--- config.mk ---
export PLATFORM = sky130hd
export DESIGN_NAME = thread_slot_manager
export DESIGN_NICKNAME = d
export VERILOG_FILES = /design/src/sv/tsm_pkg.sv /design/src/sv/tsm_ctrl.sv /design/src/sv/tsm_datapath.sv /design/src/sv/thread_slot_manager.sv
export VERILOG_INCLUDE_DIRS = /design/src /design/src/sv
export SDC_FILE = /design/constraint.sdc
export NUM_CORES = 1
export LEC_CHECK = 0
export ABC_AREA = 1
export BUFFER_PORTS_ARGS = -buffer_cell sky130_fd_sc_hd__clkbuf_2
export CAP_MARGIN = 15
export CORE_MARGIN = 2
export CORE_UTILIZATION = 65
export CTS_CLUSTER_SIZE = 8
export DETAILED_ROUTE_END_ITERATION = 8
export GPL_TIMING_DRIVEN = 0
export PLACE_DENSITY = 0.81
export SYNTH_ARGS = -nofsm -noshare
export SYNTH_HDL_FRONTEND = slang
export SYNTH_SLANG_ARGS = --single-unit
--- constraint.sdc ---
create_clock -name clk -period 10 [get_ports clk]
set_input_delay 0.5 -clock clk [delete_from_list [all_inputs] [get_ports clk]]
set_output_delay 0.5 -clock clk [all_outputs]
set_load 0.05 [all_outputs]
--- src/sv/assert_macros.svh ---
// Assertion macros used by the thread slot manager top level.
`ifndef ASSERT_MACROS_SVH
`define ASSERT_MACROS_SVH

// Same-cycle implication, disabled during reset.
`define ASSERT_NOW(lbl, ante, cons, msg) \
    lbl: assert property (@(posedge clk) disable iff (!rst_n) (ante) |-> (cons)) \
        else $error(msg);

// Next-cycle implication, disabled during reset.
`define ASSERT_NEXT(lbl, ante, cons, msg) \
    lbl: assert property (@(posedge clk) disable iff (!rst_n) (ante) |=> (cons)) \
        else $error(msg);

`endif

--- src/sv/tsm_pkg.sv ---
// Types and codes shared by the thread slot manager modules.
package tsm_pkg;

    localparam logic [1:0] OP_CREATE = 2'd0;
    localparam logic [1:0] OP_RESUME = 2'd1;
    localparam logic [1:0] OP_YIELD  = 2'd2;
    localparam logic [1:0] OP_DONE   = 2'd3;

    localparam logic [1:0] RC_OK            = 2'd0;
    localparam logic [1:0] RC_NO_ROUTINE    = 2'd1;
    localparam logic [1:0] RC_FULL          = 2'd2;
    localparam logic [1:0] RC_NOT_RESUMABLE = 2'd3;

    localparam logic [1:0] ST_RUNNING = 2'd0;
    localparam logic [1:0] ST_SUSPEND = 2'd1;
    localparam logic [1:0] ST_DONE    = 2'd2;

    typedef struct packed {
        logic [1:0] opcode;
        logic [5:0] slot_index;
        logic       has_routine;
    } tsm_req_t;

    typedef struct packed {
        logic [1:0] result_code;
        logic [5:0] slot_out;
        logic       current_valid;
        logic [5:0] current_slot;
        logic [6:0] unfinished_count;
        logic       all_done;
    } tsm_rsp_t;

    typedef struct packed {
        logic load;
        logic rd;
        logic exec;
        logic swap;
    } tsm_cmd_t;

    typedef struct packed {
        logic two_write;
    } tsm_sts_t;

endpackage

--- src/sv/tsm_ctrl.sv ---
// Sequencer for one request: table read, execute, optional second status write.
module tsm_ctrl (
    input  logic              clk,
    input  logic              rst_n,
    input  logic              start,
    output logic              busy,
    input  tsm_pkg::tsm_sts_t sts,
    output tsm_pkg::tsm_cmd_t cmd
);
    import tsm_pkg::*;

    localparam logic [1:0] S_IDLE = 2'd0;
    localparam logic [1:0] S_READ = 2'd1;
    localparam logic [1:0] S_EXEC = 2'd2;
    localparam logic [1:0] S_SWAP = 2'd3;

    logic [1:0] state_reg;
    logic [1:0] state_next;

    always_comb
    begin
        state_next = state_reg;
        unique case (state_reg)
            S_IDLE:
            begin
                if (start)
                begin
                    state_next = S_READ;
                end
            end
            S_READ:
            begin
                state_next = S_EXEC;
            end
            S_EXEC:
            begin
                state_next = sts.two_write ? S_SWAP : S_IDLE;
            end
            S_SWAP:
            begin
                state_next = S_IDLE;
            end
            default:
            begin
                state_next = S_IDLE;
            end
        endcase
    end

    always_ff @(posedge clk or negedge rst_n)
    begin
        if (!rst_n)
        begin
            state_reg <= S_IDLE;
        end
        else
        begin
            state_reg <= state_next;
        end
    end

    assign busy     = (state_reg != S_IDLE);
    assign cmd.load = start && (state_reg == S_IDLE);
    assign cmd.rd   = (state_reg == S_READ);
    assign cmd.exec = (state_reg == S_EXEC);
    assign cmd.swap = (state_reg == S_SWAP);

endmodule

--- src/sv/tsm_datapath.sv ---
// Slot tables, free list, current slot, counters and result register.
module tsm_datapath #(
    parameter int SLOTS = 64
) (
    input  logic              clk,
    input  logic              rst_n,
    input  tsm_pkg::tsm_req_t request,
    input  tsm_pkg::tsm_cmd_t cmd,
    output tsm_pkg::tsm_sts_t sts,
    output tsm_pkg::tsm_rsp_t result,
    output logic              result_valid
);
    import tsm_pkg::*;

    localparam int IW = (SLOTS > 1) ? $clog2(SLOTS) : 1;
    localparam int CW = $clog2(SLOTS + 1);

    // request latch
    logic [1:0] op_reg;
    logic [5:0] idx_reg;
    logic       hr_reg;

    // tables: status and free-list link {valid, slot}
    logic [1:0]  st_mem [SLOTS];
    logic [IW:0] ln_mem [SLOTS];
    logic [1:0]  st_rd_reg;
    logic [IW:0] ln_rd_reg;

    logic          fv_reg, fv_next;
    logic [IW-1:0] fh_reg, fh_next;
    logic          rv_reg, rv_next;
    logic [IW-1:0] rs_reg, rs_next;
    logic [IW-1:0] old_reg, old_next;
    logic [CW-1:0] used_reg, used_next;
    logic [CW-1:0] live_reg, live_next;

    tsm_rsp_t res_reg, res_next;
    logic     res_valid_reg, res_valid_next;

    logic [CW+5:0] idx_w;
    logic [IW-1:0] idx_addr;
    logic [IW-1:0] rd_addr;
    logic          idx_in_range;

    logic          st_we;
    logic [IW-1:0] st_wa;
    logic [1:0]    st_wd;
    logic          ln_we;
    logic [IW-1:0] ln_wa;
    logic [IW:0]   ln_wd;

    logic [1:0]    code;
    logic          alloc_ok;
    logic [IW-1:0] alloc_slot;
    logic          two_write;

    logic [IW+5:0] alloc_ext;
    logic [IW+5:0] run_ext;
    logic [CW+6:0] live_ext;

    assign idx_w        = {{CW{1'b0}}, idx_reg};
    assign idx_addr     = idx_w[IW-1:0];
    assign idx_in_range = (idx_w < {6'b0, used_reg});
    assign rd_addr      = (op_reg == OP_CREATE) ? fh_reg : idx_addr;

    always_ff @(posedge clk)
    begin
        if (cmd.load)
        begin
            op_reg  <= request.opcode;
            idx_reg <= request.slot_index;
            hr_reg  <= request.has_routine;
        end
    end

    always_ff @(posedge clk)
    begin
        if (st_we)
        begin
            st_mem[st_wa] <= st_wd;
        end
        if (ln_we)
        begin
            ln_mem[ln_wa] <= ln_wd;
        end
    end

    always_ff @(posedge clk)
    begin
        if (cmd.rd)
        begin
            st_rd_reg <= st_mem[rd_addr];
            ln_rd_reg <= ln_mem[rd_addr];
        end
    end

    always_comb
    begin
        fv_next    = fv_reg;
        fh_next    = fh_reg;
        rv_next    = rv_reg;
        rs_next    = rs_reg;
        old_next   = old_reg;
        used_next  = used_reg;
        live_next  = live_reg;
        code       = RC_OK;
        alloc_ok   = 1'b0;
        alloc_slot = fh_reg;
        two_write  = 1'b0;
        st_we      = 1'b0;
        st_wa      = rs_reg;
        st_wd      = ST_SUSPEND;
        ln_we      = 1'b0;
        ln_wa      = rs_reg;
        ln_wd      = {fv_reg, fh_reg};

        if (cmd.exec)
        begin
            unique case (op_reg)
                OP_CREATE:
                begin
                    if (!hr_reg)
                    begin
                        code = RC_NO_ROUTINE;
                    end
                    else if (fv_reg)
                    begin
                        alloc_ok   = 1'b1;
                        alloc_slot = fh_reg;
                        fv_next    = ln_rd_reg[IW];
                        fh_next    = ln_rd_reg[IW-1:0];
                    end
                    else if (used_reg < CW'(SLOTS))
                    begin
                        alloc_ok   = 1'b1;
                        alloc_slot = used_reg[IW-1:0];
                        used_next  = used_reg + CW'(1);
                    end
                    else
                    begin
                        code = RC_FULL;
                    end
                    if (alloc_ok)
                    begin
                        st_we     = 1'b1;
                        st_wa     = alloc_slot;
                        st_wd     = ST_SUSPEND;
                        ln_we     = 1'b1;
                        ln_wa     = alloc_slot;
                        ln_wd     = '0;
                        live_next = live_reg + CW'(1);
                    end
                end
                OP_RESUME:
                begin
                    if (!idx_in_range || (st_rd_reg != ST_SUSPEND))
                    begin
                        code = RC_NOT_RESUMABLE;
                    end
                    else
                    begin
                        st_we     = 1'b1;
                        st_wa     = idx_addr;
                        st_wd     = ST_RUNNING;
                        // previous thread gets suspended on the next cycle
                        two_write = rv_reg;
                        old_next  = rs_reg;
                        rv_next   = 1'b1;
                        rs_next   = idx_addr;
                    end
                end
                OP_YIELD:
                begin
                    st_we   = rv_reg;
                    st_wa   = rs_reg;
                    st_wd   = ST_SUSPEND;
                    rv_next = 1'b0;
                    rs_next = '0;
                end
                OP_DONE:
                begin
                    if (rv_reg)
                    begin
                        st_we   = 1'b1;
                        st_wa   = rs_reg;
                        st_wd   = ST_DONE;
                        ln_we   = 1'b1;
                        ln_wa   = rs_reg;
                        ln_wd   = {fv_reg, fh_reg};
                        fv_next = 1'b1;
                        fh_next = rs_reg;
                        if (live_reg != '0)
                        begin
                            live_next = live_reg - CW'(1);
                        end
                        rv_next = 1'b0;
                        rs_next = '0;
                    end
                end
                default:
                begin
                end
            endcase
        end

        if (cmd.swap)
        begin
            st_we = 1'b1;
            st_wa = old_reg;
            st_wd = ST_SUSPEND;
        end
    end

    assign alloc_ext = {6'b0, alloc_slot};
    assign run_ext   = {6'b0, rs_next};
    assign live_ext  = {7'b0, live_next};

    always_comb
    begin
        res_next                  = res_reg;
        res_next.result_code      = code;
        res_next.slot_out         = alloc_ok ? alloc_ext[5:0] : 6'd0;
        res_next.current_valid    = rv_next;
        res_next.current_slot     = rv_next ? run_ext[5:0] : 6'd0;
        res_next.unfinished_count = live_ext[6:0];
        res_next.all_done         = (live_next == '0);
    end

    assign res_valid_next = (cmd.exec && !two_write) || cmd.swap;

    always_ff @(posedge clk)
    begin
        if (cmd.exec)
        begin
            res_reg <= res_next;
            old_reg <= old_next;
        end
    end

    always_ff @(posedge clk or negedge rst_n)
    begin
        if (!rst_n)
        begin
            fv_reg        <= 1'b0;
            fh_reg        <= '0;
            rv_reg        <= 1'b0;
            rs_reg        <= '0;
            used_reg      <= '0;
            live_reg      <= '0;
            res_valid_reg <= 1'b0;
        end
        else
        begin
            fv_reg        <= fv_next;
            fh_reg        <= fh_next;
            rv_reg        <= rv_next;
            rs_reg        <= rs_next;
            used_reg      <= used_next;
            live_reg      <= live_next;
            res_valid_reg <= res_valid_next;
        end
    end

    assign sts.two_write = two_write;
    assign result        = res_reg;
    assign result_valid  = res_valid_reg;

endmodule

--- src/sv/thread_slot_manager.sv ---
// Top level of the thread slot manager: sequencer plus slot datapath.
//
//  channel   ports                          word        handshake
//  request   start, busy, request           tsm_req_t   taken when start && !busy
//  result    result_valid, result           tsm_rsp_t   one-cycle strobe, no backpressure
//
// A result word is registered in the execute state and shown once back in idle;
// a resume that displaces a running thread shows it after the swap state's extra write.
// The single-port status/link tables (read, then write) allow one request in flight.
// busy drops in the cycle the result is shown, so a new request may be taken then.
// Reset clears the free list, current slot and counters; the tables need no clear.
// The receiver cannot stall: each result is valid for exactly one cycle.
module thread_slot_manager #(
    parameter int SLOTS = 64
) (
    input  logic              clk,
    input  logic              rst_n,
    input  logic              start,
    output logic              busy,
    input  tsm_pkg::tsm_req_t request,
    output logic              result_valid,
    output tsm_pkg::tsm_rsp_t result
);
    import tsm_pkg::*;

    `include "assert_macros.svh"

    tsm_cmd_t cmd;
    tsm_sts_t sts;

    tsm_ctrl u_ctrl (
        .clk   (clk),
        .rst_n (rst_n),
        .start (start),
        .busy  (busy),
        .sts   (sts),
        .cmd   (cmd)
    );

    tsm_datapath #(
        .SLOTS (SLOTS)
    ) u_datapath (
        .clk          (clk),
        .rst_n        (rst_n),
        .request      (request),
        .cmd          (cmd),
        .sts          (sts),
        .result       (result),
        .result_valid (result_valid)
    );

    `ASSERT_NEXT(a_accept_busy, start && !busy, busy && !result_valid, "accept must raise busy")
    `ASSERT_NEXT(a_single_strobe, result_valid, !result_valid, "result strobe longer than one cycle")
    `ASSERT_NOW(a_fail_no_slot, result_valid && (result.result_code != RC_OK), result.slot_out == 6'd0, "failed request reports a slot")
    `ASSERT_NOW(a_swap_after_exec, cmd.swap, !busy == 1'b0, "second write outside a request")

endmodule

======== Word-level counts from Yosys, hierarchy flattened ========
Memory sizes are Yosys's and may differ from the RTL's. A register that Yosys moved wholly into a read port is not among the register bits.
Index checks and enable logic that the tools add are counted.
W data, S select, Z words.
storage, ports and cells
  flip-flop bits (word level) ............. 69
  memory bits (writable) .................. 576
  bits of input ports ..................... 12
  memories ................................ 2
operators by class
  add/subtract/negate cells ............... 3
  magnitude comparators ................... 2
  eq/ne operators ......................... 11
  multiplexer cells ....................... 69
  bitwise operators ....................... 2
  reductions and logical operators ........ 18
memory list
  name               depth  width  read ports  clocked after Yosys merged registers in  wr ports  RTL line            RTL
  u_datapath.ln_mem  64     7      1           1                                        1         tsm_datapath.sv:25  logic [IW:0] ln_mem [SLOTS];
  u_datapath.st_mem  64     2      1           1                                        1         tsm_datapath.sv:24  logic [1:0] st_mem [SLOTS];
operators with widths
  kind                   number
  $mux W6                16
  $mux W7                7
  $pmux W6 S3            2
  $mux W1                26
  $mux W2                9
  $add A7 B1 Y7 const B  2
  $pmux W7 S2            1
  $pmux W6 S2            1
  $reduce_and A5 Y1      2
  $eq A2 B2 Y1 const B   4
  $ne A2 B1 Y1 const B   4
  $pmux W2 S4            1
  $logic_not A7 Y1       1
  $lt A6 B7 Y1           1
  $lt A7 B7 Y1 const B   1
  $reduce_bool A7 Y1     1
  $sub A7 B1 Y7 const B  1
  $pmux W1 S2            3
  $pmux W2 S3            1
  $eq A2 B1 Y1 const B   2
  $logic_not A2 Y1       2
  $pmux W1 S4            1
  $pmux W2 S2            1
  $reduce_and A4 Y1      1
  8 further kinds        14

======== Logic depth before layout (Yosys ltp) ========
  depth in word-level cells ............... 12
  gate-level depth with buffers ........... 18
  mapped depth without buffers ............ 17

======== Modules after synthesis ========
From an unflattened synthesis, not the netlist that was laid out.
unflattened totals
  cell total of the unflattened synthesis .. 2378
  area total of the unflattened synthesis .. 27933.0 um^2
by module, submodules not included
  module        times used  cells an instance  area each (um^2)
  tsm_datapath  1           2362               27829.2
  tsm_ctrl      1           16                 103.8

======== Worst setup path after synthesis ========
OpenSTA, ideal clock, no wires.
  path type ............................... register to register
  start ................................... register u_ctrl.state_reg[1]
  end ..................................... memory u_datapath.st_mem[0][0], data pin
  library setup time ...................... 0.702 ns
  arrival time ............................ 3.668 ns
  data required time ...................... 9.298 ns
  slack ................................... 5.631 ns
  cell stages (with the launch flop) ...... 10
  path buffers ............................ 0
  path through ............................ dfrtp_1 inv_2 nor2_8 inv_4 nor2_8 inv_2 nor2_1 inv_1 nor2_1 o21ai_0
between the ends
  cells in the longest elaborated chain, start to end .. 3
  elaborated cells on any way between the ends .. 4
  those cells by class .................... eq/ne (2); mux (2)
ends and longest elaborated chain
  element                  RTL line             RTL
  from (decl)              tsm_ctrl.sv:17       logic [1:0] state_reg;
  from (signal assigned)   tsm_ctrl.sv:58       state_reg <= state_next;
  $eq A2 B2 Y1             tsm_ctrl.sv:65       assign cmd.exec = (state_reg == S_EXEC);
  $mux W2                  tsm_datapath.sv:117  if (cmd.exec)
  $mux W2 *                tsm_datapath.sv:206  if (cmd.swap)
  via u_datapath.st_wd[0]  tsm_datapath.sv:47   logic [1:0] st_wd;
  to (decl)                tsm_datapath.sv:24
The timed path passes the listed nets; every way through them passes the cells marked *.

======== Final worst setup path ========
  start ................................... register u_datapath.op_reg[0]
  end ..................................... register u_datapath.ln_rd_reg[2], read port of u_datapath.ln_mem, data pin
between the ends
  cells in the longest elaborated chain, start to end .. 2
ends and longest elaborated chain
  element                 RTL line            RTL
  from (decl)             tsm_datapath.sv:19  logic [1:0] op_reg;
  from (signal assigned)  tsm_datapath.sv:70  op_reg <= request.opcode;
  $logic_not A2 Y1        tsm_datapath.sv:64  assign rd_addr = (op_reg == OP_CREATE) ? fh_reg : idx_addr;
  $mux W6                 tsm_datapath.sv:64
  to (decl)               tsm_datapath.sv:27  logic [IW:0] ln_rd_reg;
Every way passes these cells.
A chain may end at the register's enable or synchronous reset.

==> impl_metrics.toml <==
[timing]
clock.fmax_mhz = 236.8
rsz0062_at_grt = "no"
hold_violations = 0
worst_pin_slew_ps = 1271
maxSlewHeadroom_pct = 15.27
period_share_pct = 42.23
layout_setup_ws_ps = 5777
skew_ps = 23.69
fin_setup_tns_ps = 0
setup_viol = 0
finalCriticalPeriod_ps = 4223
fin_hold_ws_ps = 44.41
final_max_slew_viol_count = 0

[pwr]
ir_drop_v = 0.0002160
fin_total_pwr_mw = 7.850
power_density_nw_per_um2 = 249.7
p_leak_nw = 11.00

[synthesis]
synth_common_cells = "edfxtp_1, nor2_1, o21ai_0"
synth_top_area_cell = "edfxtp_1"
synthArstFlopShare_pct = 4.740
syn-num-nets = 2386
synth_ff_type = "edfxtp_1"
synth.cell_area_um2 = 27880
synth_top_area_share_pct = 67.11
syn_inst = 2361
synth_warnings = 0
synthTopCellsByArea = "edfxtp_1, o21ai_0, nor2_1"
synth.yosys.seq_area_share_pct = 69.89
synth_cell_types = 38
synth_seq_cells = 654
synth_most_common_cell = "edfxtp_1"
synth_edf_count = 623
avgSynthCellArea_um2 = 11.81

[critical_path]
cpMaxStageDelayCell = "clkbuf_1"
r2r_setup_slack_ps = 5780
slowest_delay_ps = 950
crit_path_cell_trace = "inv_1 -> ha_1 -> buf_4 -> o21ai_2 -> clkbuf_1 -> a21oi_1 -> o21ai_0 -> o21ai_0 -> o211ai_1 -> nand3_1 -> nand3_1 -> nand2_1"
crit_required_ps = 10350
path_class = "reg2reg"
worstSetupEndpointType = "flop"
crit_path_max_fanout = 10
critPathArrivalTime_ps = 4580
r2r_end = "u_datapath.ln_rd_reg[2]"
cpLargestDelayFamily = "compound AO/OA/AOI/OAI gates"
r2r_start = "u_datapath.op_reg[0]"
cp-start-kind = "flop"
critPathBufInv = 3
reg2reg_depth = 12

[place]
pre_cts_slack_ps = 6148
place_area_um2 = 28980
gp_congestion = 1.020
place_inst = 2945
place_hpwl_mm = 63.76
port_buffers = 36

[routing]
route.vias.total = 21110
antenna_left = 0
first_pass_iters = 7
first_iter_violations = 3785
wl_per_cell_um = 31.04
drc = 0
routed_wirelength_mm = 94.99
vias_per_cell = 6.899

[hold_path]
hold_path.class = "in2reg"
min-delay-start = "request[8]"
hold_path_depth = 1
min_to = "u_datapath.op_reg[1]"

[clock_tree]
cts_max_path_buffers = 3
cts_resized = 0
cts_hold_buf = 1
clockRootBuffer = "clkbuf_16"
cts.clk_slew.worst_paths_ps = 50
cts_buffers = 91
clkSinkCount = 654
cts_tree = "yes"
clk_latency_ps = 640
htree_levels = 3
cts_setup_buffers = 0

[final_layout]
largest_register_ffs = 448
fin_util_pct = 74.63
seq_area_um2 = 19480
fin_nets = 2525
fin_cells = 3060
multiInputGateArea_um2 = 7117
stdcell_area_um2 = 31440
syn_to_final_growth_pct = 12.79
fill_cells = 2707
regMostFlops = "u_datapath.ln_mem"
drive_gt1_share_pct = 11.39

[floorplan]
core.rowCount = 75
start_util_pct = 66.16
core_area_um2 = 42130
dieArea_um2 = 44560
die_h_um = 211.1
die_x_um = 211.1
ios = 37

[grt]
met2_usage_pct = 63.40
grt_remaining_overflow = 0
grt_use_met3_pct = 15.58
grt.busiest_layer = "met2"
grt_usage_pct = 43.02
grt_pass1_vias = 20380
grt_use_met1_pct = 53.84
grt_pass1_wl_mm = 133.4
antenna_found_initial = 6
grt_max_degree = 45

[run]
cap_violations = 0

[status]
status = "finished clean"
## placed cells by master (no fill, tap or decap), types with 15 or more instances in the layout
cell type	instances
nand3_2	15
dfrtp_1	31
clkbuf_16	93
buf_2	54
nand2_1	152
inv_2	22
nand3_1	85
clkbuf_1	75
o211ai_1	172
o21ai_1	29
inv_1	181
nor2_1	357
o21ai_0	348
a21oi_1	121
edfxtp_1	623
clkbuf_2	36
## where the power goes
| part | switching, mW | leakage [nW] | internal (mW) |
|---|---|---|---|
| registers | 0.0505 | 6.18 | 3.33 |
| clock network | 1.08 | 1.19 | 1.65 |
| logic | 1.38 | 3.62 | 0.362 |
| total | 2.51 | 11.0 | 5.34 |
## logic make-up (layout without fill, tap and decap cells)
logic type | Yosys count | after routing | share of synthesized area [%]
adders and majority gates | 13 | 13 | 0.5835
xor gates and xnor gates | 8 | 8 | 0.2514
and+or+nand+nor | 659 | 659 | 10.15
DFF | 654 | 654 | 69.89
buffers and inverters | 331 | 489 | 4.807
other | 0 | 2 | 0
AOI/OAI and AO/OA | 696 | 696 | 14.32
## area by class of cell
type	instances	area share, %
Antenna cell	2	0.01592
Tap cell	539	2.145
Inverter	207	2.483
Buffer	124	1.779
Sequential cell	654	61.97
Multi-Input combinational cell	1376	22.63
Clock inverter	4	0.1950
Clock buffer	108	7.581
Timing Repair Buffer	46	1.202
## layer usage
layer	vias up	share of wire (%)	wire [um]
li1	8788	-	-
met1	9986	34	31960
met2	1890	44	41350
met3	439	15	14610
met4	8	7.2	6866
met5	-	0.21	203
## worst max-delay path by stage
stage / slack, ps / depth (start not counted) / to / from
6_report: 5780 / 12 / u_datapath.ln_rd_reg[2] / u_datapath.op_reg[0]
5_1_grt: 5830 / 11 / u_datapath.ln_mem[23][4] / u_datapath.op_reg[0]
4_1_cts: 6120 / 14 / u_datapath.ln_rd_reg[1] / u_datapath.op_reg[0]
3_5_place_dp: 6150 / 12 / u_datapath.ln_rd_reg[0] / u_datapath.op_reg[0]
3_3_place_gp: 2080 / 7 / u_datapath.st_mem[38][0] / u_datapath.op_reg[0]
2_1_floorplan: 5630 / 9 / u_datapath.st_mem[0][0] / u_ctrl.state_reg[1]
Note: power is estimated with default switching activity, not from simulation.
